--- config.mk ---
export PLATFORM = sky130hd
export DESIGN_NAME = gcc_store
export DESIGN_NICKNAME = d
export VERILOG_FILES = /design/src/rtl/gcc_pkg.sv /design/src/rtl/gcc_ram.sv /design/src/rtl/gcc_store.sv
export SDC_FILE = /design/constraint.sdc
export NUM_CORES = 2
export LEC_CHECK = 0
export ABC_CLOCK_PERIOD_IN_PS = 6970
export BUFFER_PORTS_ARGS = -buffer_cell sky130_fd_sc_hd__buf_2
export CELL_PAD_IN_SITES_DETAIL_PLACEMENT = 2
export CELL_PAD_IN_SITES_GLOBAL_PLACEMENT = 2
export CORE_ASPECT_RATIO = 1.25
export CORE_UTILIZATION = 53
export CTS_BUF_LIST = sky130_fd_sc_hd__clkbuf_8
export CTS_CLUSTER_SIZE = 28
export DETAILED_ROUTE_END_ITERATION = 10
export PLACE_DENSITY_LB_ADDON = 0.08
export RECOVER_POWER = 100
export SLEW_MARGIN = 20
export SYNTH_ARGS = -nofsm -noshare
export SYNTH_HDL_FRONTEND = slang
export SYNTH_HIERARCHICAL = 1
export SYNTH_MEMORY_MAX_BITS = 65536
export SYNTH_SLANG_ARGS = --single-unit
export TNS_END_PERCENT = 50
--- constraint.sdc ---
create_clock -name i_clk -period 6.97 [get_ports i_clk]
set_input_delay 0.697 -clock i_clk [delete_from_list [all_inputs] [get_ports i_clk]]
set_output_delay 0.697 -clock i_clk [all_outputs]
set_load 0.05 [all_outputs]
--- src/rtl/gcc_pkg.sv ---
`timescale 1ns / 1ps
package gcc_pkg;

    localparam int MAX_VERTICES = 64;
    localparam int MAX_COLORS   = 64;

    localparam int REQ_W    = 3;
    localparam int VTX_W    = 6;
    localparam int COLOR_W  = 6;
    localparam int COUNT_W  = 11;
    localparam int CFG_W    = 7;
    localparam int ADDR_W   = $clog2(MAX_VERTICES);
    localparam int NV_W     = $clog2(MAX_VERTICES + 1);
    localparam int IN_DATA_W  = 24;
    localparam int OUT_DATA_W = 24;

    localparam logic [REQ_W-1:0] REQ_SET_EDGE   = 3'd0;
    localparam logic [REQ_W-1:0] REQ_COLOR      = 3'd1;
    localparam logic [REQ_W-1:0] REQ_VTX_CONF   = 3'd2;
    localparam logic [REQ_W-1:0] REQ_TOTAL_CONF = 3'd3;
    localparam logic [REQ_W-1:0] REQ_LIST       = 3'd4;

    localparam logic [VTX_W:0]   MAXV_EXT  = (VTX_W + 1)'(MAX_VERTICES);
    localparam logic [COLOR_W:0] MAXC_EXT  = (COLOR_W + 1)'(MAX_COLORS);
    localparam logic [CFG_W-1:0] MAXV_CFG  = CFG_W'(MAX_VERTICES);
    localparam logic [CFG_W-1:0] CFG_RESET = 7'd64;

    typedef struct packed {
        logic [REQ_W-1:0]   req_type;
        logic [VTX_W-1:0]   vertex;
        logic [VTX_W-1:0]   other_vertex;
        logic               edge_bit;
        logic [COLOR_W-1:0] color;
    } t_request;

    typedef struct packed {
        logic [COUNT_W-1:0] conflict_count;
        logic               feasible;
        logic               has_neighbour;
        logic [VTX_W-1:0]   neighbour;
        logic [COLOR_W-1:0] neighbour_color;
        logic               last;
    } t_result;

    typedef struct packed {
        logic [ADDR_W-1:0]       row_raddr;
        logic                    row_we;
        logic [ADDR_W-1:0]       row_waddr;
        logic [MAX_VERTICES-1:0] row_wdata;
        logic [ADDR_W-1:0]       col_raddr;
        logic                    col_we;
        logic [ADDR_W-1:0]       col_waddr;
        logic [COLOR_W-1:0]      col_wdata;
    } t_mem_req;

    function automatic logic vtx_ok(input logic [VTX_W-1:0] v);
        return {1'b0, v} < MAXV_EXT;
    endfunction

    function automatic logic color_ok(input logic [COLOR_W-1:0] c);
        return {1'b0, c} < MAXC_EXT;
    endfunction

endpackage

--- src/rtl/gcc_ram.sv ---
`timescale 1ns / 1ps
module gcc_ram #(
    parameter int WIDTH = 8,
    parameter int DEPTH = 64
) (
    input  logic                     i_clk,
    input  logic                     i_we,
    input  logic [$clog2(DEPTH)-1:0] i_waddr,
    input  logic [WIDTH-1:0]         i_wdata,
    input  logic [$clog2(DEPTH)-1:0] i_raddr,
    output logic [WIDTH-1:0]         o_rdata
);
    logic [WIDTH-1:0] r_mem [DEPTH];
    logic [WIDTH-1:0] r_q;

    always_ff @(posedge i_clk) begin
        if (i_we) begin
            r_mem[i_waddr] <= i_wdata;
        end
        r_q <= r_mem[i_raddr];
    end

    assign o_rdata = r_q;
endmodule

--- src/rtl/gcc_store.sv ---
`timescale 1ns / 1ps
module gcc_store (
    input  logic                             i_clk,
    input  logic                             i_rst_n,
    input  gcc_pkg::t_mem_req                i_mem,
    output logic [gcc_pkg::MAX_VERTICES-1:0] o_row_rd,
    output logic [gcc_pkg::COLOR_W-1:0]      o_col_rd
);
    import gcc_pkg::*;

    logic [MAX_VERTICES-1:0] r_row_vld;
    logic [MAX_VERTICES-1:0] r_col_vld;
    logic                    r_row_rv;
    logic                    r_col_rv;
    logic [MAX_VERTICES-1:0] w_row_q;
    logic [COLOR_W-1:0]      w_col_q;

    gcc_ram #(.WIDTH(MAX_VERTICES), .DEPTH(MAX_VERTICES)) u_row_ram (
        .i_clk   (i_clk),
        .i_we    (i_mem.row_we),
        .i_waddr (i_mem.row_waddr),
        .i_wdata (i_mem.row_wdata),
        .i_raddr (i_mem.row_raddr),
        .o_rdata (w_row_q)
    );

    gcc_ram #(.WIDTH(COLOR_W), .DEPTH(MAX_VERTICES)) u_col_ram (
        .i_clk   (i_clk),
        .i_we    (i_mem.col_we),
        .i_waddr (i_mem.col_waddr),
        .i_wdata (i_mem.col_wdata),
        .i_raddr (i_mem.col_raddr),
        .o_rdata (w_col_q)
    );

    // entries never written since reset read as zero
    always_ff @(posedge i_clk) begin
        if (!i_rst_n) begin
            r_row_vld <= '0;
            r_col_vld <= '0;
            r_row_rv  <= 1'b0;
            r_col_rv  <= 1'b0;
        end else begin
            if (i_mem.row_we) begin
                r_row_vld[i_mem.row_waddr] <= 1'b1;
            end
            if (i_mem.col_we) begin
                r_col_vld[i_mem.col_waddr] <= 1'b1;
            end
            r_row_rv <= r_row_vld[i_mem.row_raddr];
            r_col_rv <= r_col_vld[i_mem.col_raddr];
        end
    end

    assign o_row_rd = r_row_rv ? w_row_q : '0;
    assign o_col_rd = r_col_rv ? w_col_q : '0;
endmodule

==> results of run 1 <==
-- synth_stat cells, types with 21 or more instances --
master                     instances  area share, %
sky130_fd_sc_hd__nor2_1          226           0.48
sky130_fd_sc_hd__buf_1            25          0.053
sky130_fd_sc_hd__nand2_1          82           0.17
sky130_fd_sc_hd__o21a_1           41           0.17
sky130_fd_sc_hd__a211oi_1         69           0.29
sky130_fd_sc_hd__buf_2           188           0.53
sky130_fd_sc_hd__o22ai_1          95           0.33
sky130_fd_sc_hd__clkbuf_1        188           0.40
sky130_fd_sc_hd__a31oi_1          22          0.077
sky130_fd_sc_hd__nor2b_1         125           0.44
sky130_fd_sc_hd__and2_1           75           0.26
sky130_fd_sc_hd__a22oi_1         170           0.72
sky130_fd_sc_hd__a21oi_1          92           0.26
sky130_fd_sc_hd__nand3_1          63           0.18
sky130_fd_sc_hd__or2_2            32           0.11
sky130_fd_sc_hd__o221ai_1         48           0.24
sky130_fd_sc_hd__buf_4            36           0.15
sky130_fd_sc_hd__mux4_2         1133             14
sky130_fd_sc_hd__inv_1            23          0.049
sky130_fd_sc_hd__mux2i_1         160           0.90
sky130_fd_sc_hd__a41oi_1          26           0.13
sky130_fd_sc_hd__a22o_1           88           0.43
sky130_fd_sc_hd__dfxtp_1         200            2.3
sky130_fd_sc_hd__or3_1            34           0.12
sky130_fd_sc_hd__nor3_1           26          0.073
sky130_fd_sc_hd__and3_1           65           0.23
sky130_fd_sc_hd__nand2b_1         21          0.074
sky130_fd_sc_hd__edfxtp_1       4480             76
-- per-stage QoR --
stage             cells  hold WS [ps]  setup WS (ps)  cell area, um^2
floorplan          7960           432            837           178000
global placement  12300           439           2740           185000
-- kinds of logic after synthesis --
kind of cell,count (synthesis)
flops,4680
compound gates,698
simple gates,788
buf+inv,477
mux,1317
==> summary by stage, run 1 <==
Die
The starting density of the core is 53.3%. In this run the vertical extent of the chip is 649 um. Row generation in the floorplan step produced 237 rows. The overall die width is 520 um. The number of top-level design ports is 168.

Status
The run stopped with a tool error. The first error in the log reads "[ERROR DPL-0033] detailed placement checks failed during check placement". The run ended at detailed placement.

Synthesis
The synthesis warning total is 6. After synthesis, the largest family of logic cells by area is multiplexers. In the synthesized netlist, the number of instances is 7960. The area share of fa/ha/maj cells after synthesis is 0%. After Yosys synthesis, XOR and XNOR cells account for 0% of the synthesized area. The post-synthesis mux area share is 15.5%. For this run, the leading register cell type out of synthesis is sky130_fd_sc_hd__edfxtp_1. In the synthesized netlist the async set-or-reset flop fraction comes to 0%. The fraction of the mapped netlist area in compound gates is 2.88%. The distinct cell type count of the synthesized netlist is 56.

The net count after synthesis is 8058. The area share of and/or/nand/nor cells after synthesis is 2.31%. The netlist area before placement is 178000 um^2. The average cell area after synthesis is 22.3 um^2. The number of register bits inferred by synthesis is 4680. After synthesis, flip-flops and latches occupy 78.0% of the total area. The number of synthesized flops with an enable pin is 4480.

Placed design
The post-DP HPWL is 391 mm. The final RePlAce weighted congestion is 0.782. Port buffering added 167 buffers.
==> run 2, diff against run 1 <==
--- a/config.mk
+++ b/config.mk
@@ -7,14 +7,9 @@
 export LEC_CHECK = 0
 export ABC_CLOCK_PERIOD_IN_PS = 6970
 export BUFFER_PORTS_ARGS = -buffer_cell sky130_fd_sc_hd__buf_2
-export CELL_PAD_IN_SITES_DETAIL_PLACEMENT = 2
-export CELL_PAD_IN_SITES_GLOBAL_PLACEMENT = 2
-export CORE_ASPECT_RATIO = 1.25
-export CORE_UTILIZATION = 53
-export CTS_BUF_LIST = sky130_fd_sc_hd__clkbuf_8
-export CTS_CLUSTER_SIZE = 28
+export CORE_UTILIZATION = 40
 export DETAILED_ROUTE_END_ITERATION = 10
-export PLACE_DENSITY_LB_ADDON = 0.08
+export PLACE_DENSITY_LB_ADDON = 0.15
 export RECOVER_POWER = 100
 export SLEW_MARGIN = 20
 export SYNTH_ARGS = -nofsm -noshare
==> summary by stage, run 2 <==
CTS
The tree is rooted in a sky130_fd_sc_hd__clkbuf_16. The number of clock sinks is 4680. The post-CTS setup buffer count is 0. The H-tree was split into 5 levels. After clock tree synthesis, the repair step resized 0 gates. Hold repair after CTS inserted 0 buffers. TritonCTS built the clock tree. The clock passes through at most 4 buffers. The clock insertion delay at the later pin of the skew report is 1040 ps. Clock-pin slew was measured on the worst setup and hold paths at 60 ps. The number of buffers created by CTS is 477.

STA
The final cycle utilization of the critical path is 78.6%. Setup violations remaining at the end of the flow were counted as 0. In the final timing run, aggregate negative setup slack is 0 ps. In this run the tightest slew margin relative to its limit is -213%. After layout, the minimum clock period comes to 5480 ps. Based on the critical path, the design can be clocked at up to 0.182 GHz. The hold violation total from the final report is 0. The worst hold slack is 142 ps. Setup repair after global routing left no endpoint under its margin.

The setup slack of the critical path after layout is 1490 ps. The worst-case clock skew is 70.0 ps. The transition time of the tightest slew-check pin is 4700 ps. The count of pins over their slew limit is 8450.

Die
The floorplan step defined a die boundary enclosing 447000 um^2. Pin placement for this block handled 168 I/O pins. The initial utilization of the core area, before any placement, comes to 40.2%. The placeable core region is 442000 um^2.

The height of the chip is 668 um. The die is 668 um wide. The number of cell rows is 244.

Worst setup path
The arrival time at the worst endpoint is 5960 ps. STA classifies the critical path endpoint as a flip-flop. The worst setup path is of the input port to flip-flop kind.

In this run the worst path has a maximum fanout of 39. For the worst setup path, the data required time is 7450 ps. The nature of the critical path startpoint is an input port.

Final layout
The largest registers in the layout are u_row_ram/r_mem: 4096 flops, u_col_ram/r_mem: 384 flops. The largest register by flop count is u_row_ram/r_mem. The finished cells cover 201000 um^2.

After the last flow step, the layout net total stands at 8472. The leading cell type in the layout, fill and taps excluded is sky130_fd_sc_hd__edfxtp_1. The area growth from synthesis to layout is 13.2%. Fill cells in the final layout number 37000. The share of the core filled with cells is 45.5%. The register with the most flip-flops in the layout has 4096 of them. Leaving out fill and tap cells, the most frequent cells in the layout are sky130_fd_sc_hd__edfxtp_1, sky130_fd_sc_hd__mux4_2, sky130_fd_sc_hd__clkbuf_16, sky130_fd_sc_hd__clkbuf_1, sky130_fd_sc_hd__dfxtp_1. The number of non-filler instances in the completed layout is 14700. The share of final-layout standard cells stronger than drive strength 1 is 23.5%.

Synthesis
In this run, synthesis produced a sequential element count of 4680. The synthesized design devotes to its leading area cell type 75.7% of total area. Ranked by total cell area, the synthesized netlist is headed by sky130_fd_sc_hd__edfxtp_1, sky130_fd_sc_hd__mux4_2, sky130_fd_sc_hd__dfxtp_1, sky130_fd_sc_hd__mux2i_1, sky130_fd_sc_hd__a22oi_1.

The synthesis warning total is 6. Counting flops with a built-in enable in the synthesized netlist gives 4480. The fraction of synthesis flops using an asynchronous set or reset pin is 0%. The leading register cell type out of synthesis is sky130_fd_sc_hd__edfxtp_1.

The most frequently used cell type in the post-synthesis netlist is sky130_fd_sc_hd__edfxtp_1. The net count after synthesis is 8058. The distinct cell type count of the synthesized netlist is 56. Sequential cells were found to cover 78.0% of the synthesized design area. The average cell area after synthesis is 22.3 um^2. The commonest cells after synthesis are sky130_fd_sc_hd__edfxtp_1, sky130_fd_sc_hd__mux4_2, sky130_fd_sc_hd__nor2_1.

In this run the cell area of the synthesized design comes to 178000 um^2. Synthesis produced 7960 cells. The dominant cell type by area after synthesis is sky130_fd_sc_hd__edfxtp_1.

Status
The final reports fail on design-rule violations, max-capacitance violations, max-slew violations. The run finished, with violations left.

Route
The DRC violation count after routing is 14. The residual antenna-violating net count after detailed routing is 0. The number of vias in the routed layout is 86600.

The final wirelength is 508 mm. For this block, the initial DRC count from the detailed router was 9214. For this run, the detailed router's first-pass iteration total came to 8. Dividing the detail-routed wire length by the instance count gives 34.5 um.

In the routed layout, each cell is associated on average with a via count of 5.87.

Placed design
Summing all placed instances gives a cell area of 187000 um^2. At the end of routability-driven placement, the weighted congestion stood at 0.777. Buffers placed on the I/O ports in this run total 167. The worst slack after detailed placement is 2820 ps. The total placed cells including tap cells is 13800. Detailed placement finished with a half-perimeter wire length of 271 mm.

Pwr
The proportion of power drawn by flip-flops and latches is 52.7%. The combinational share of power is 4.7%. Across the VDD grid, the largest voltage drop is 0.000221 V.

The proportion of total power due to net switching is 21.6%. The power share of the clock group is 42.7%. The overall power consumption is 59.4 mW.

In this run the static leakage power is 61.9 nW. Summed over all nets, the switching power comes to 12.9 mW. In this run the power density over the cells is 295 nW/um^2.

The internal power consumption is 46.5 mW.

Global route
The via count of the first global-routing pass was 88100. The initial antenna violation count is 32. The global-route usage over all layers is 22.5%.

After global routing the overflow that remains totals 0. The maximum number of pins on one net before global-route repair is 115. The first global-routing pass estimated 707 mm of wire.

Hold path
The type of the most critical hold path is input port to flip-flop.

Job
Across the run, the number of max-cap violations was 194.
-- run 2: power groups by stage --
stage	clock network, mW	registers [mW]	logic (mW)
2_1_floorplan	0	31.7	1.59
3_3_place_gp	0	31.8	2.79
3_5_place_dp	0	31.8	2.83
4_1_cts	25.8	31.2	2.84
5_1_grt	26.9	31.3	2.95
6_report	25.3	31.3	2.78
-- run 2: per-layer routing --
layer | up-vias | global-route usage, % | wire length (um)
li1 | 34700 | - | -
met1 | 48100 | 32.2 | 216000
met2 | 3129 | 36.9 | 247000
met3 | 664 | 2.95 | 31600
met4 | 6 | 5.27 | 13600
met5 | - | 0 | 40
-- run 2: cell families after synthesis --
kind of cell	share of synthesized area [%]
AND/OR/NAND/NOR	2.31
flip-flops	78.0
multiplexers	15.5
AO/OA/AOI/OAI	2.88
buffers and inverters	1.30
-- run 2: worst paths after layout --
path	endpoint	cells past startpoint	startpoint	slack, ps
worst max-delay path	u_row_ram/r_mem[21][8]$_DFFE_PP_	5	i_mem[87]	1490
worst min-delay path	u_col_ram/o_rdata[3]$_DFF_P_	2	i_mem[18]	140
worst max register to register	u_row_ram/o_rdata[23]$_DFF_P_	5	u_row_ram/r_mem[45][23]$_DFFE_PP_	4790
worst min register to register	r_row_vld[11]$_SDFFE_PN0P_	1	r_row_vld[11]$_SDFFE_PN0P_	460
-- run 2: critical path, cell delays in order --
cell,delay (ps)
sky130_fd_sc_hd__clkbuf_1,750
sky130_fd_sc_hd__nor2b_1,310
sky130_fd_sc_hd__nand2b_1,440
sky130_fd_sc_hd__nor2_1,360
sky130_fd_sc_hd__clkbuf_1,3290
-- run 2: layout make-up --
type                       count  area [um^2]  area share [%]
antenna                       43          108          0.0535
clock buffer                 633        12900            6.42
clock inverter               264         2650            1.32
inverter                      23         86.3          0.0429
multi-input combinational   2803        37100            18.5
sequential                  4680       139000            68.9
tap                         5904         7390            3.67
timing repair buffer         389         2280            1.14
Power figures use the tool's default switching activity.
