==> src/rtl/gcc_pkg.sv <==
`timescale 1ns / 1ps
package gcc_pkg;

    localparam int MAX_VERTICES = 64;
    localparam int MAX_COLORS   = 64;

    localparam int REQ_W    = 3;
    localparam int VTX_W    = 6;
    localparam int COLOR_W  = 6;
    localparam int COUNT_W  = 11;
    localparam int CFG_W    = 7;
    localparam int ADDR_W   = $clog2(MAX_VERTICES);
    localparam int NV_W     = $clog2(MAX_VERTICES + 1);
    localparam int IN_DATA_W  = 24;
    localparam int OUT_DATA_W = 24;

    localparam logic [REQ_W-1:0] REQ_SET_EDGE   = 3'd0;
    localparam logic [REQ_W-1:0] REQ_COLOR      = 3'd1;
    localparam logic [REQ_W-1:0] REQ_VTX_CONF   = 3'd2;
    localparam logic [REQ_W-1:0] REQ_TOTAL_CONF = 3'd3;
    localparam logic [REQ_W-1:0] REQ_LIST       = 3'd4;

    localparam logic [VTX_W:0]   MAXV_EXT  = (VTX_W + 1)'(MAX_VERTICES);
    localparam logic [COLOR_W:0] MAXC_EXT  = (COLOR_W + 1)'(MAX_COLORS);
    localparam logic [CFG_W-1:0] MAXV_CFG  = CFG_W'(MAX_VERTICES);
    localparam logic [CFG_W-1:0] CFG_RESET = 7'd64;

    typedef struct packed {
        logic [REQ_W-1:0]   req_type;
        logic [VTX_W-1:0]   vertex;
        logic [VTX_W-1:0]   other_vertex;
        logic               edge_bit;
        logic [COLOR_W-1:0] color;
    } t_request;

    typedef struct packed {
        logic [COUNT_W-1:0] conflict_count;
        logic               feasible;
        logic               has_neighbour;
        logic [VTX_W-1:0]   neighbour;
        logic [COLOR_W-1:0] neighbour_color;
        logic               last;
    } t_result;

    typedef struct packed {
        logic [ADDR_W-1:0]       row_raddr;
        logic                    row_we;
        logic [ADDR_W-1:0]       row_waddr;
        logic [MAX_VERTICES-1:0] row_wdata;
        logic [ADDR_W-1:0]       col_raddr;
        logic                    col_we;
        logic [ADDR_W-1:0]       col_waddr;
        logic [COLOR_W-1:0]      col_wdata;
    } t_mem_req;

    function automatic logic vtx_ok(input logic [VTX_W-1:0] v);
        return {1'b0, v} < MAXV_EXT;
    endfunction

    function automatic logic color_ok(input logic [COLOR_W-1:0] c);
        return {1'b0, c} < MAXC_EXT;
    endfunction

endpackage

==> src/rtl/gcc_seq.sv <==
`timescale 1ns / 1ps
module gcc_seq (
    input  logic                             i_clk,
    input  logic                             i_rst_n,
    input  gcc_pkg::t_request                i_req,
    input  logic                             i_req_valid,
    output logic                             o_req_ready,
    input  logic [gcc_pkg::NV_W-1:0]         i_active,
    input  logic [gcc_pkg::MAX_VERTICES-1:0] i_row_rd,
    input  logic [gcc_pkg::COLOR_W-1:0]      i_col_rd,
    output gcc_pkg::t_mem_req                o_mem,
    output gcc_pkg::t_result                 o_res,
    output logic                             o_res_valid,
    input  logic                             i_res_ready
);
    import gcc_pkg::*;

    localparam logic [2:0] S_IDLE = 3'd0;
    localparam logic [2:0] S_RMW  = 3'd1;
    localparam logic [2:0] S_LOAD = 3'd2;
    localparam logic [2:0] S_SCAN = 3'd3;
    localparam logic [2:0] S_DONE = 3'd4;

    logic [2:0]              r_state, n_state;
    logic [REQ_W-1:0]        r_kind, n_kind;
    logic [ADDR_W-1:0]       r_v, n_v;
    logic [ADDR_W-1:0]       r_w, n_w;
    logic                    r_bit, n_bit;
    logic                    r_vbad, n_vbad;
    logic [ADDR_W-1:0]       r_i, n_i;
    logic [ADDR_W-1:0]       r_j, n_j;
    logic [MAX_VERTICES-1:0] r_row, n_row;
    logic [COLOR_W-1:0]      r_refc, n_refc;
    logic [COUNT_W-1:0]      r_cnt, n_cnt;
    logic                    r_pend, n_pend;
    logic [ADDR_W-1:0]       r_pend_nb, n_pend_nb;
    logic [COLOR_W-1:0]      r_pend_c, n_pend_c;

    logic [ADDR_W-1:0]       w_v_a;
    logic [ADDR_W-1:0]       w_i_inc;
    logic [ADDR_W-1:0]       w_j_inc;
    logic [NV_W-1:0]         w_i_nx;
    logic [NV_W-1:0]         w_j_nx;
    logic                    w_last_j;
    logic                    w_edge;
    logic                    w_same;
    logic                    w_self;
    logic                    w_nb;
    logic                    w_stall;
    logic [MAX_VERTICES-1:0] w_row_new;

    assign w_v_a    = i_req.vertex[ADDR_W-1:0];
    assign w_i_inc  = r_i + 1'b1;
    assign w_j_inc  = r_j + 1'b1;
    assign w_i_nx   = NV_W'(r_i) + NV_W'(1);
    assign w_j_nx   = NV_W'(r_j) + NV_W'(1);
    assign w_last_j = (w_j_nx == i_active);

    // shared compare unit: one stored colour against the reference each cycle unless the list scan stalls
    assign w_edge  = r_row[r_j];
    assign w_same  = (i_col_rd == r_refc);
    assign w_self  = (r_j == r_v);
    assign w_nb    = w_edge && !w_self;
    assign w_stall = (r_kind == REQ_LIST) && w_nb && r_pend && !i_res_ready;

    assign o_req_ready = (r_state == S_IDLE);

    always_comb begin
        w_row_new        = i_row_rd;
        w_row_new[r_w]   = r_bit;
    end

    always_comb begin
        n_state   = r_state;
        n_kind    = r_kind;
        n_v       = r_v;
        n_w       = r_w;
        n_bit     = r_bit;
        n_vbad    = r_vbad;
        n_i       = r_i;
        n_j       = r_j;
        n_row     = r_row;
        n_refc    = r_refc;
        n_cnt     = r_cnt;
        n_pend    = r_pend;
        n_pend_nb = r_pend_nb;
        n_pend_c  = r_pend_c;

        o_mem.row_raddr = r_v;
        o_mem.row_we    = 1'b0;
        o_mem.row_waddr = r_v;
        o_mem.row_wdata = w_row_new;
        o_mem.col_raddr = r_j;
        o_mem.col_we    = 1'b0;
        o_mem.col_waddr = w_v_a;
        o_mem.col_wdata = i_req.color;

        o_res_valid           = 1'b0;
        o_res.conflict_count  = r_cnt;
        o_res.feasible        = 1'b0;
        o_res.has_neighbour   = 1'b0;
        o_res.neighbour       = '0;
        o_res.neighbour_color = '0;
        o_res.last            = 1'b0;

        case (r_state)
            S_IDLE: begin
                if (i_req.req_type == REQ_TOTAL_CONF) begin
                    o_mem.row_raddr = '0;
                    o_mem.col_raddr = '0;
                end else begin
                    o_mem.row_raddr = w_v_a;
                    o_mem.col_raddr = w_v_a;
                end
                if (i_req_valid) begin
                    n_kind = i_req.req_type;
                    n_v    = w_v_a;
                    n_w    = i_req.other_vertex[ADDR_W-1:0];
                    n_bit  = i_req.edge_bit;
                    n_vbad = !vtx_ok(i_req.vertex);
                    n_i    = '0;
                    n_cnt  = '0;
                    n_pend = 1'b0;
                    case (i_req.req_type)
                        REQ_SET_EDGE: begin
                            if (vtx_ok(i_req.vertex) && vtx_ok(i_req.other_vertex)) begin
                                n_state = S_RMW;
                            end
                        end
                        REQ_COLOR: begin
                            o_mem.col_we = vtx_ok(i_req.vertex) && color_ok(i_req.color);
                        end
                        REQ_VTX_CONF, REQ_TOTAL_CONF, REQ_LIST: begin
                            n_state = S_LOAD;
                        end
                        default: begin
                        end
                    endcase
                end
            end
            S_RMW: begin
                o_mem.row_we = 1'b1;
                n_state      = S_IDLE;
            end
            S_LOAD: begin
                n_row  = i_row_rd;
                n_refc = i_col_rd;
                if (r_kind == REQ_TOTAL_CONF) begin
                    o_mem.col_raddr = w_i_inc;
                    n_j             = w_i_inc;
                    n_state         = (w_i_nx >= i_active) ? S_DONE : S_SCAN;
                end else begin
                    o_mem.col_raddr = '0;
                    n_j             = '0;
                    n_state         = (r_vbad || i_active == '0) ? S_DONE : S_SCAN;
                end
            end
            S_SCAN: begin
                o_mem.row_raddr = w_i_inc;
                if (w_stall) begin
                    o_mem.col_raddr = r_j;
                end else if (w_last_j) begin
                    o_mem.col_raddr = w_i_inc;
                end else begin
                    o_mem.col_raddr = w_j_inc;
                end

                case (r_kind)
                    REQ_TOTAL_CONF: begin
                        if (w_edge && w_same) begin
                            n_cnt = r_cnt + COUNT_W'(1);
                        end
                    end
                    REQ_VTX_CONF: begin
                        if (w_nb && w_same) begin
                            n_cnt = r_cnt + COUNT_W'(1);
                        end
                    end
                    default: begin
                        // list: a held neighbour goes out once a later one is found
                        if (w_nb && r_pend) begin
                            o_res_valid           = 1'b1;
                            o_res.has_neighbour   = 1'b1;
                            o_res.neighbour       = VTX_W'(r_pend_nb);
                            o_res.neighbour_color = r_pend_c;
                        end
                        if (w_nb && !w_stall) begin
                            n_pend    = 1'b1;
                            n_pend_nb = r_j;
                            n_pend_c  = i_col_rd;
                            if (r_pend) begin
                                n_cnt = r_cnt + COUNT_W'(1);
                            end
                        end
                    end
                endcase

                if (!w_stall) begin
                    if (w_last_j) begin
                        if (r_kind == REQ_TOTAL_CONF) begin
                            n_i     = w_i_inc;
                            n_state = S_LOAD;
                        end else begin
                            n_state = S_DONE;
                        end
                    end else begin
                        n_j = w_j_inc;
                    end
                end
            end
            S_DONE: begin
                o_res_valid = 1'b1;
                o_res.last  = 1'b1;
                if (r_kind == REQ_LIST) begin
                    if (r_pend) begin
                        o_res.has_neighbour   = 1'b1;
                        o_res.neighbour       = VTX_W'(r_pend_nb);
                        o_res.neighbour_color = r_pend_c;
                    end
                end else begin
                    o_res.feasible = (r_cnt == '0);
                end
                if (i_res_ready) begin
                    n_state = S_IDLE;
                end
            end
            default: begin
                n_state = S_IDLE;
            end
        endcase
    end

    always_ff @(posedge i_clk) begin
        if (!i_rst_n) begin
            r_state <= S_IDLE;
        end else begin
            r_state <= n_state;
        end
    end

    always_ff @(posedge i_clk) begin
        r_kind    <= n_kind;
        r_v       <= n_v;
        r_w       <= n_w;
        r_bit     <= n_bit;
        r_vbad    <= n_vbad;
        r_i       <= n_i;
        r_j       <= n_j;
        r_row     <= n_row;
        r_refc    <= n_refc;
        r_cnt     <= n_cnt;
        r_pend    <= n_pend;
        r_pend_nb <= n_pend_nb;
        r_pend_c  <= n_pend_c;
    end
endmodule

==> config.mk <==
export PLATFORM = sky130hd
export DESIGN_NAME = gcc_seq
export DESIGN_NICKNAME = d
export VERILOG_FILES = /design/src/rtl/gcc_pkg.sv /design/src/rtl/gcc_seq.sv
export SDC_FILE = /design/constraint.sdc
export NUM_CORES = 1
export LEC_CHECK = 0
export BUFFER_PORTS_ARGS = -buffer_cell sky130_fd_sc_hd__buf_4
export CAP_MARGIN = 20
export CORE_MARGIN = 2
export CORE_UTILIZATION = 40
export DETAILED_ROUTE_END_ITERATION = 6
export GPL_ROUTABILITY_DRIVEN = 0
export GPL_TIMING_DRIVEN = 0
export PLACE_DENSITY_LB_ADDON = 0.15
export SLEW_MARGIN = 10
export SYNTH_ARGS = -nofsm -noshare
export SYNTH_HDL_FRONTEND = slang
export SYNTH_SLANG_ARGS = --single-unit
==> constraint.sdc <==
create_clock -name i_clk -period 10.7 [get_ports i_clk]
set_clock_uncertainty 0.15 [all_clocks]
set_input_delay 0.535 -clock i_clk [delete_from_list [all_inputs] [get_ports i_clk]]
set_output_delay 0.535 -clock i_clk [all_outputs]
set_load 0.01 [all_outputs]
## Yosys cells after proc, flatten, opt, wreduce, memory -nomap -nowiden

Index checks and enable logic that the tools add are counted.
W data, S select, Z words.

- Word-level logic and storage cells: 132
- Bits in registers: 125

- Multiplexer cells: 55
- $lt $le $gt $ge: 4
- Equality and inequality tests: 27
- Add/sub/neg operators: 5
- Reductions and logical operators: 27
- Bitwise gates (word level): 1

Operators with widths:

| operator | number |
|---|---|
| $bwmux W64 | 1 |
| $mux W6 | 10 |
| $mux W11 | 5 |
| $mux W13 | 4 |
| $pmux W11 S2 | 2 |
| $pmux W6 S2 | 3 |
| $pmux W13 S2 | 1 |
| $mux W3 | 8 |
| $eq A3 B2 Y1 const B | 6 |
| $pmux W6 S3 | 1 |
| $ne A2 B2 Y1 const B | 8 |
| $add A6 B1 Y7 const B | 2 |
| $lt A6 B7 Y1 const B | 2 |
| $mux W1 | 14 |
| $add A6 B1 Y6 const B | 2 |
| $eq A6 B6 Y1 | 2 |
| $pmux W3 S4 | 1 |
| $add A11 B1 Y11 const B | 1 |
| $logic_not A11 Y1 | 1 |
| $reduce_and A5 Y1 | 2 |
| $eq A3 B3 Y1 const B | 3 |
| $logic_and A1 B1 Y1 | 9 |
| $ne A4 B3 Y1 const B | 2 |
| $eq A7 B7 Y1 | 1 |
| 20 further kinds | 28 |

## Logic depth before layout (Yosys ltp)

Gate-level depths: netlist of the first run.

- Depth in word-level cells: 11
- Gate-level depth with buffers: 12
- Depth with buffers taken out: 10

## Worst setup path before layout of the first run

OpenSTA, ideal clock, no wires.

- Kind: register to output
- Start: register r_state[1]
- End: output port o_mem[16] (netlist name)
- Path slack: 7.109 ns
- Buffers on the path: 0
- Arrival time: 2.906 ns
- Cell stages (with the launch flop): 8
- Cell sequence: dfxtp_1 nor2b_1 nand2_1 inv_1 nand2_1 o21ai_0 a21o_1 a2bb2oi_1

RTL lines:

| element | line | text |
|---|---|---|
| start, declared | gcc_seq.sv:24 | `logic [2:0] r_state, n_state;` |
| start signal, assigned | gcc_seq.sv:237 | `r_state <= n_state;` |
| end, declared | gcc_seq.sv:11 | `output gcc_pkg::t_mem_req o_mem,` |

==> results_dict.tcl, run 1 <==
set metrics [dict create \
    status "complete, no violations" \
    cts.reportedPaths.clkPinSlew_ps 60 \
    most_common_flop_cell_mapped_by_yosys "sky130_fd_sc_hd__edfxtp_1" \
    largest_fanout_on_the_critical_path 10 \
    clock.fmax_mhz 235 \
    netlist_area_um2 7350 \
    rsz0062_at_grt "no" \
    critPathRequiredTime_ps 10020 \
    worstSetupEndpointType "primary output" \
    crit_arrival_ps 3580 \
    fin_crit_ps 4260 \
    placement.io_buffers 220 \
    reg_top3 "r_row (64), r_cnt (11)" \
    postSynth.asyncResetShare_pct 0 \
    share_clk_of_total_power_pct 32.4 \
    max_cap_violations 0 \
    power.net_switching_w 0.000514 \
    worst_slew_margin_rel_pct 27.3 \
    power_leakage_nw 3.95 \
    grt_antenna_before_repair 0 \
    most_common_library_cells_after_synthesis "sky130_fd_sc_hd__edfxtp_1, sky130_fd_sc_hd__nand2_1, sky130_fd_sc_hd__mux2_2" \
    finish.utilization_pct 55.1 \
    ioPinCount 227 \
    reg2reg_depth 9 \
    power_frac_seq_pct 38.1 \
    max_flop_register "r_row" \
    hold_path.startpoint "i_req[9]" \
    clock_tree.root_cell "sky130_fd_sc_hd__clkbuf_16" \
    clock_latency_ps 420 \
    tritoncts_num_sinks 125 \
    number_of_global_route_vias_before_repair 5897 \
    worst_hold_path.num_cells 1 \
    nNetsFinal 984 \
    route.detailed.drc 0 \
    synth_sequential_area_ratio_pct 50.7 \
    hold_path_class "in2reg" \
    start_kind "flip-flop" \
    cts.repair_timing.setup_buffer_count 0 \
    antenna-diode-count 0 \
    dpl.cell_count 1080 \
    die_x_um 140 \
    post_layout_nonfiller_instances 1111 \
    synth_enable_flop_cells 122 \
    powerDensity_nw_per_um2 169 \
    avgRoutedWirePerCell_um 18.8 \
    timing.setup.tns_ps 0 \
    final_antenna_violating_net_count 0 \
    timing_worst_setup_path_type "reg2out" \
    regToRegEndpoint "r_i[0]" \
    swShare_pct 30.8 \
    clk_path_buf_depth 2 \
    synth.lib_cells_used.distinct 61 \
    synth_fp_nets 742 \
    finalHoldViolations 0 \
    post_cts_resize_count 0 \
    initial_utilization_pct 40.9 \
    groute.usage.overall_pct 21.5 \
    avgSynthCellArea_um2 11.7 \
    grt_max_degree 66 \
    final_max_slew_viol_count 0 \
    cts-buffers-inserted 17 \
    final_layout_size_suffix_gt1_share_pct 41.6 \
    signed_area_change_from_the_synthesized_netlist_to_the_final_layout_pct 34.8 \
    die_area_um2 19500 \
    post-synth-top-count-cell "sky130_fd_sc_hd__edfxtp_1" \
    ir_worst_vdd_uv 110 \
    clock_tree_from_tritoncts "done" \
    placeableCoreArea_um2 18000 \
    globalRouteOverflowTotal 0 \
    synthCells 628 \
    die_y_um 140 \
    final-setup-viol-count 0 \
    most_area_consuming_cells_after_synthesis "sky130_fd_sc_hd__edfxtp_1, sky130_fd_sc_hd__mux2_2, sky130_fd_sc_hd__nand2_1, sky130_fd_sc_hd__mux4_2, sky130_fd_sc_hd__xor2_1" \
    synth_top_cell_by_area "sky130_fd_sc_hd__edfxtp_1" \
    hold_end "r_w[2]" \
    tightestPinTransition_ps 1080 \
    vias_per_cell 5.36 \
    timing.rr.start "r_j[0]" \
    clock_tree.htree_level_count 4 \
    share_of_yosys_cell_area_claimed_by_the_top_area_cell_type_pct 49.9 \
    fp-row-count 49 \
    synth-seq-cells 125 \
    grt_pass1_wl_um 32500 \
    ys_warn_count 0 \
    total_via_count_after_detailed_routing 5956 \
    hpwlAfterDp_um 16100 \
    combPwrFrac_pct 29.5 \
    wirelength_um 20900 \
    reg2reg_setup_slack_ps 6740 \
    cts_hold_repair.buffers 0 \
    power.internal_w 0.00116 \
    final_min_period_over_clock_period_pct 39.8 \
    largest_reg_flops 64 \
    drt-initial-drc-count 354 \
    drt_first_pass_iters 5 \
]
[cell families (layout without fill, tap and decap cells)]
| logic type | Yosys count | in the layout | synth area share [%] |
|---|---|---|---|
| flip-flops | 125 | 125 | 50.7 |
| multiplexers | 91 | 91 | 15.9 |
| XOR/XNOR | 36 | 36 | 4.67 |
| adder cells (fa/ha/maj) | 11 | 11 | 1.87 |
| buffers and inverters | 70 | 324 | 4.87 |
| AO/OA/AOI/OAI | 79 | 79 | 7.37 |
| AND/OR/NAND/NOR | 216 | 216 | 14.6 |
[cell usage in the layout (no fill, tap or decap), drive strengths merged, types with 11 or more instances in the layout]
| master | n |
|---|---|
| buf | 249 |
| edfxtp | 122 |
| nand2 | 97 |
| mux2 | 66 |
| clkbuf | 40 |
| nor2 | 28 |
| inv | 20 |
| o21ai | 19 |
| xor2 | 18 |
| xnor2 | 16 |
| and2 | 16 |
| nand3 | 14 |
| a21oi | 13 |
| mux4 | 13 |
| and3 | 12 |
| mux2i | 12 |
| ha | 11 |
[routing by layer]
metal	global-route usage [%]	wire length, um	up-vias
met5	0	0	-
met4	7.39	371	0
met3	4.92	1500	29
met2	35.7	10100	272
met1	27.9	8920	2865
li1	-	-	2790
[worst max-delay path: stages (launching register included)]
cell	delay, ps
sky130_fd_sc_hd__edfxtp_1	540
sky130_fd_sc_hd__buf_2	330
sky130_fd_sc_hd__buf_4	240
sky130_fd_sc_hd__xnor2_1	180
sky130_fd_sc_hd__xnor2_1	100
sky130_fd_sc_hd__nor4_1	310
sky130_fd_sc_hd__and4_1	230
sky130_fd_sc_hd__clkbuf_1	220
sky130_fd_sc_hd__buf_4	220
sky130_fd_sc_hd__a21oi_1	90
sky130_fd_sc_hd__o2111a_1	260
sky130_fd_sc_hd__a21oi_1	270
sky130_fd_sc_hd__buf_4	180
[stage by stage]
stage	hold WS (ps)	worst slack, ps	total power (W)	cell area (um^2)
global placement	290	6050	0.00112	9290
detailed placement	295	6710	0.00113	9340
CTS	133	6400	0.00168	9900
global route	130	6150	0.00174	9900
floorplan	271	7110	0.000910	7350
finish	141	6440	0.00167	9900
[how the worst max path moves through the flow]
stage / startpoint / endpoint / slack [ps] / depth (start not counted)
floorplan: r_state[1] / o_mem[16] / 7110 / 7
global placement: r_state[1] / o_mem[16] / 6050 / 8
detailed placement: r_j[0] / r_i[4] / 6710 / 9
CTS: r_j[2] / o_mem[18] / 6400 / 10
global route: r_j[0] / o_mem[18] / 6150 / 12
finish: r_j[2] / o_mem[15] / 6440 / 12
[power by group through the flow]
stage,combinational [W],clock (W),sequential (W)
after floorplan,0.000266,0,0.000644
after global placement,0.000474,0,0.000647
after detailed placement,0.000487,0,0.000646
after CTS,0.000490,0.000548,0.000637
after global routing,0.000531,0.000570,0.000643
final,0.000492,0.000541,0.000637
[cell type report]
type	instances	area (um^2)
fillers	1561	8060
plain buffers	50	283
flip-flops and latches	125	3720
clock buffers	17	425
multi-input cells	433	3280
clock inverters	14	128
well taps	229	287
repair buffers	223	1700
inverters	20	77.6
(Power assumes the default switching activity.)
==> run 2, diff against run 1 <==
==> constraint.sdc (replaced) <==
create_clock -name i_clk -period 3.85 [get_ports i_clk]
set_clock_uncertainty 0.15 [all_clocks]
set_input_delay 0.1925 -clock i_clk [delete_from_list [all_inputs] [get_ports i_clk]]
set_output_delay 0.1925 -clock i_clk [all_outputs]
set_load 0.01 [all_outputs]
==> run 2 against run 1 <==
First-iteration DRC count rose by 5.1%. Via count increased by 6.5%. Sequential share of layout area is 3.4 points lower. Global-route usage grew 1.2 points. Routed wire length grew 6.2%. Clock power rose to 2.8 times the previous value. Cell count rose by 8.0%. Critical path depth fell by 1. Worst setup slack got worse by 6300 ps. Die area is the same. Utilization rose by 5.5 points. Critical endpoint is now o_mem[17]. Largest power group unchanged.
==> results_dict.tcl, run 2 (same netlist as run 1, synthesis figures left out) <==
set metrics [dict create \
    drt_first_pass_iters 5 \
    initial_utilization_pct 40.9 \
    worst_hold_path.num_cells 4 \
    crit_arrival_ps 3360 \
    tightestPinTransition_ps 1060 \
    die_area_um2 19500 \
    timing_worst_setup_path_type "reg2out" \
    total_via_count_after_detailed_routing 6342 \
    clock.fmax_mhz 270 \
    cts-buffers-inserted 17 \
    finalHoldViolations 0 \
    ioPinCount 227 \
    timing.setup.tns_ps 0 \
    combPwrFrac_pct 31.2 \
    die_x_um 140 \
    cts.reportedPaths.clkPinSlew_ps 50 \
    placement.io_buffers 220 \
    start_kind "flip-flop" \
    largest_reg_flops 64 \
    grt_pass1_wl_um 34500 \
    worstSetupEndpointType "primary output" \
    nFillCells 1444 \
    tritoncts_num_sinks 125 \
    top_library_cells_by_usage_in_the_layout_fill_and_taps_aside "sky130_fd_sc_hd__buf_4, sky130_fd_sc_hd__edfxtp_1, sky130_fd_sc_hd__nand2_1" \
    regToRegEndpoint "r_i[0]" \
    rsz0062_at_grt "yes" \
    clock_tree_from_tritoncts "done" \
    worst_slew_margin_rel_pct 29.1 \
    status "complete, no violations" \
    clock_latency_ps 420 \
    reg2reg_depth 9 \
    power_frac_seq_pct 37.2 \
    clock_tree.htree_level_count 4 \
    timing.rr.start "r_j[0]" \
    place_worst_setup_slack_ps -135 \
    powerDensity_nw_per_um2 437 \
    fp-row-count 49 \
    avgRoutedWirePerCell_um 18.5 \
    share_clk_of_total_power_pct 31.6 \
    reg2reg_setup_slack_ps 340 \
    largest_fanout_on_the_critical_path 10 \
    hold_end "r_state[2]" \
    clock_tree.root_cell "sky130_fd_sc_hd__clkbuf_16" \
    grt_antenna_before_repair 0 \
    hold_ws_ps 42.9 \
    hold_path.startpoint "i_rst_n" \
    power.net_switching_w 0.00147 \
    grt_max_degree 66 \
    antenna-diode-count 0 \
    final-setup-viol-count 0 \
    max_cap_violations 0 \
    critPathRequiredTime_ps 3510 \
    power.internal_w 0.00329 \
    hpwlAfterDp_um 16100 \
    footprint_of_the_multi_input_gates_um2 3370 \
    vias_per_cell 5.29 \
    groute.usage.overall_pct 22.7 \
    hold_path_class "in2reg" \
    combined_flip_flop_and_latch_cell_area_um2 3720 \
    placeableCoreArea_um2 18000 \
    number_of_global_route_vias_before_repair 6397 \
    fin_crit_ps 3710 \
    nNetsFinal 1073 \
    reg_top3 "r_row (64), r_cnt (11)" \
    die_y_um 140 \
    globalRouteOverflowTotal 0 \
    max_flop_register "r_row" \
    route.detailed.drc 0 \
    power_leakage_nw 4.36 \
    wirelength_um 22200 \
    final_min_period_over_clock_period_pct 96.3 \
    clk_path_buf_depth 2 \
    signed_area_change_from_the_synthesized_netlist_to_the_final_layout_pct 48.1 \
    swShare_pct 30.8 \
    final_layout_size_suffix_gt1_share_pct 39.0 \
    setup_slack_ps 143 \
    total_power_w 0.00476 \
    final_antenna_violating_net_count 0 \
    ir_worst_vdd_uv 304 \
    final_max_slew_viol_count 0 \
    drt-initial-drc-count 372 \
    mostFrequentLayoutCell "sky130_fd_sc_hd__buf_4" \
]
run 2: cell count changes in the layout (fill, tap and decap cells not counted), sizes merged:
cell,previous run,this run
clkbuf,40,41
dlygate4sd3,0,86
buf,249,251
run 2: routing by layer:
layer	GRT usage, %	part of all wire, %	vias to the layer above
met2	38.9	49	327
met4	7.39	1.8	0
met5	0	0	-
met1	28.5	41	3022
met3	5.37	7.6	31
li1	-	-	2962
run 2: stage by stage:
stage / instances / utilization [%] / cell area (um^2)
2_1_floorplan: 628 / - / 7350
3_3_place_gp: 1077 / 51.7 / 9290
3_5_place_dp: 1080 / 52.0 / 9340
4_1_cts: 1199 / 60.0 / 10800
5_1_grt: 1200 / 60.6 / 10900
6_report: 1200 / 60.6 / 10900
run 2: cell type report:
cell class	count	area share [%]
clock buffer	17	3.91
clock inverter	14	1.17
sequential	125	34.2
tap	229	2.63
buffer	50	2.70
multi-input combinational	433	30.9
timing repair buffer	312	23.7
inverter	20	0.713
run 2: critical path: stages (launching register included):
cell and delay (ps):
sky130_fd_sc_hd__edfxtp_1 420, sky130_fd_sc_hd__buf_12 180, sky130_fd_sc_hd__mux4_1 590, sky130_fd_sc_hd__mux2i_1 180, sky130_fd_sc_hd__mux2i_1 150, sky130_fd_sc_hd__a2111oi_4 420, sky130_fd_sc_hd__nor3b_4 100, sky130_fd_sc_hd__buf_2 200
sky130_fd_sc_hd__a211oi_1 250, sky130_fd_sc_hd__a21oi_1 80, sky130_fd_sc_hd__a31oi_2 230, sky130_fd_sc_hd__buf_4 160
run 2: repair_timing:
item,4_1_cts,5_1_grt
hold buffers,86,0
pin swaps,1,0
setup buffers,2,1
cloned,0,0
endpoints found under the hold margin,92,0
endpoints found under the setup margin,18,15
gates resized for setup,2,15
run 2: how the worst max path moves through the flow:
| stage | from | endpoint | depth (start not counted) |
|---|---|---|---|
| 6_report | r_j[0] | o_mem[17] | 11 |
| 3_5_place_dp | r_j[0] | r_i[4] | 9 |
| 4_1_cts | r_j[0] | o_mem[15] | 11 |
| 5_1_grt | r_j[0] | o_mem[17] | 11 |
| 2_1_floorplan | r_j[0] | r_i[0] | 9 |
| 3_3_place_gp | r_state[1] | o_mem[16] | 8 |
run 2: power by group through the flow:
stage	registers [W]	clock network (W)	logic [W]
global route	0.00179	0.00158	0.00160
floorplan	0.00179	0	0.000741
global placement	0.00180	0	0.00132
detailed placement	0.00180	0	0.00135
CTS	0.00177	0.00152	0.00144
finish	0.00177	0.00150	0.00148
==> run 3, diff against run 2 <==
==> constraint.sdc (replaced) <==
create_clock -name i_clk -period 4.6 [get_ports i_clk]
set_clock_uncertainty 0.15 [all_clocks]
set_input_delay 0.23 -clock i_clk [delete_from_list [all_inputs] [get_ports i_clk]]
set_output_delay 0.23 -clock i_clk [all_outputs]
set_load 0.01 [all_outputs]
==> run 3 against run 2 <==
Non-clock buffer count is 3 lower. Via count is 0.43% lower. Die area stayed put. Sequential share of layout area is 0.38 points higher. Sequential power is 16% lower. Worst setup slack better by 480 ps. Highest routed layer unchanged.
==> results_dict.tcl, run 3 (same netlist as run 1, synthesis figures left out) <==
set metrics [dict create \
    status "complete, no violations" \
    post_layout_nonfiller_instances 1197 \
    critPathRequiredTime_ps 4220 \
    finish.utilization_pct 59.9 \
    drt-initial-drc-count 450 \
    max_cap_violations 0 \
    die_x_um 140 \
    setup_slack_ps 621 \
    largest_reg_flops 64 \
    final_max_slew_viol_count 0 \
    avgRoutedWirePerCell_um 18.4 \
    tritoncts_num_sinks 125 \
    timing_worst_setup_path_type "reg2out" \
    crit_arrival_ps 3600 \
    clk_path_buf_depth 2 \
    final-setup-viol-count 0 \
    nFillCells 1456 \
    power_leakage_nw 4.31 \
    hold_path_class "in2reg" \
    dpl.cell_count 1080 \
    die_area_um2 19500 \
    grt_max_degree 66 \
    cts-buffers-inserted 17 \
    route.detailed.drc 0 \
    final_antenna_violating_net_count 0 \
    reg_top3 "r_row (64), r_cnt (11)" \
    worstSetupEndpointType "primary output" \
    max_flop_register "r_row" \
    worst_slew_margin_rel_pct 26.9 \
    start_kind "flip-flop" \
    post_cts_resize_count 0 \
    nNetsFinal 1070 \
    grt_antenna_before_repair 0 \
    placement.io_buffers 220 \
    hpwlAfterDp_um 16100 \
    clock_tree_from_tritoncts "done" \
    clock_tree.root_cell "sky130_fd_sc_hd__clkbuf_16" \
    placeableCoreArea_um2 18000 \
    place_worst_setup_slack_ps 615 \
    powerDensity_nw_per_um2 367 \
    finalHoldViolations 0 \
    globalRouteOverflowTotal 0 \
    tightestPinTransition_ps 1090 \
    timing.setup.tns_ps 0 \
    ir_worst_vdd_uv 253 \
    clock_tree.htree_level_count 4 \
    rsz0062_at_grt "no" \
    drt_first_pass_iters 5 \
    antenna-diode-count 0 \
    initial_utilization_pct 40.9 \
    clock.fmax_mhz 251 \
    mostFrequentLayoutCell "sky130_fd_sc_hd__buf_4" \
    top_library_cells_by_usage_in_the_layout_fill_and_taps_aside "sky130_fd_sc_hd__buf_4, sky130_fd_sc_hd__edfxtp_1, sky130_fd_sc_hd__nand2_1" \
    number_of_global_route_vias_before_repair 6363 \
    largest_fanout_on_the_critical_path 10 \
    cts.reportedPaths.clkPinSlew_ps 50 \
    final_min_period_over_clock_period_pct 86.5 \
    ioPinCount 227 \
    final_layout_size_suffix_gt1_share_pct 37.9 \
    fp-row-count 49 \
    clock_latency_ps 410 \
    signed_area_change_from_the_synthesized_netlist_to_the_final_layout_pct 46.5 \
    die_y_um 140 \
    vias_per_cell 5.28 \
    total_via_count_after_detailed_routing 6315 \
    wirelength_um 22000 \
    grt_pass1_wl_um 34400 \
    fin_crit_ps 3980 \
    groute.usage.overall_pct 22.7 \
]
-- run 3: path summary, 6_finish.rpt --
kind / startpoint / to / slack, ps / cells after the start
setup / recovery: r_j[2] / o_mem[18] / 620 / 10
setup reg to reg: r_j[0] / r_i[0] / 680 / 9
hold reg to reg: r_j[5] / r_pend_nb[5] / 300 / 0
hold / removal: i_rst_n / r_state[2] / 90 / 4
-- run 3: routing by layer --
metal	global-route usage (%)	share of wire [%]	wire length, um	vias up
li1	-	-	-	2960
met1	28.8	41	9110	3031
met2	38.5	50	10900	302
met3	5.20	7.5	1660	22
met4	7.71	1.5	337	0
met5	0	0	0	-
-- run 3: repair_timing --
| action | CTS | global route |
|---|---|---|
| endpoints found under the hold margin | 92 | 0 |
| hold buffers | 86 | 0 |
| endpoints found under the setup margin | 0 | 0 |
| buffers inserted | 0 | 0 |
-- run 3: where the power goes --
part	switching [W]	internal [W]	leakage, nW
sequential	0.0000747	0.00141	1.16
clock	0.000475	0.000782	0.259
combinational	0.000659	0.000549	2.90
total	0.00121	0.00274	4.31
-- run 3: through the flow --
step                      hold slack [ps]  instance area [um^2]  power [W]
after floorplan                       179                  7350    0.00212
after global placement                258                  9290    0.00261
after detailed placement              260                  9340    0.00264
after CTS                            71.8                 10800    0.00395
after global routing                 90.7                 10800    0.00412
final                                90.1                 10800    0.00395
-- run 3: cell type report --
| type | instances | area, um^2 | share of cell area (%) |
|---|---|---|---|
| tap | 229 | 287 | 2.66 |
| timing repair buffer | 309 | 2560 | 23.8 |
| multi-input combinational | 433 | 3280 | 30.5 |
| clock inverter | 14 | 128 | 1.19 |
| inverter | 20 | 77.6 | 0.721 |
| sequential | 125 | 3720 | 34.6 |
| clock buffer | 17 | 425 | 3.95 |
| buffer | 50 | 283 | 2.63 |
-- run 3: critical path, stage by stage, from the launching register on --
cell and delay, ps:
sky130_fd_sc_hd__edfxtp_1 550, sky130_fd_sc_hd__buf_2 330, sky130_fd_sc_hd__mux4_2 250, sky130_fd_sc_hd__mux2i_1 70
sky130_fd_sc_hd__mux2_2 270, sky130_fd_sc_hd__o2111ai_1 280, sky130_fd_sc_hd__nor3b_1 440, sky130_fd_sc_hd__buf_2 300
sky130_fd_sc_hd__o21ai_1 100, sky130_fd_sc_hd__a221oi_1 390, sky130_fd_sc_hd__buf_4 190
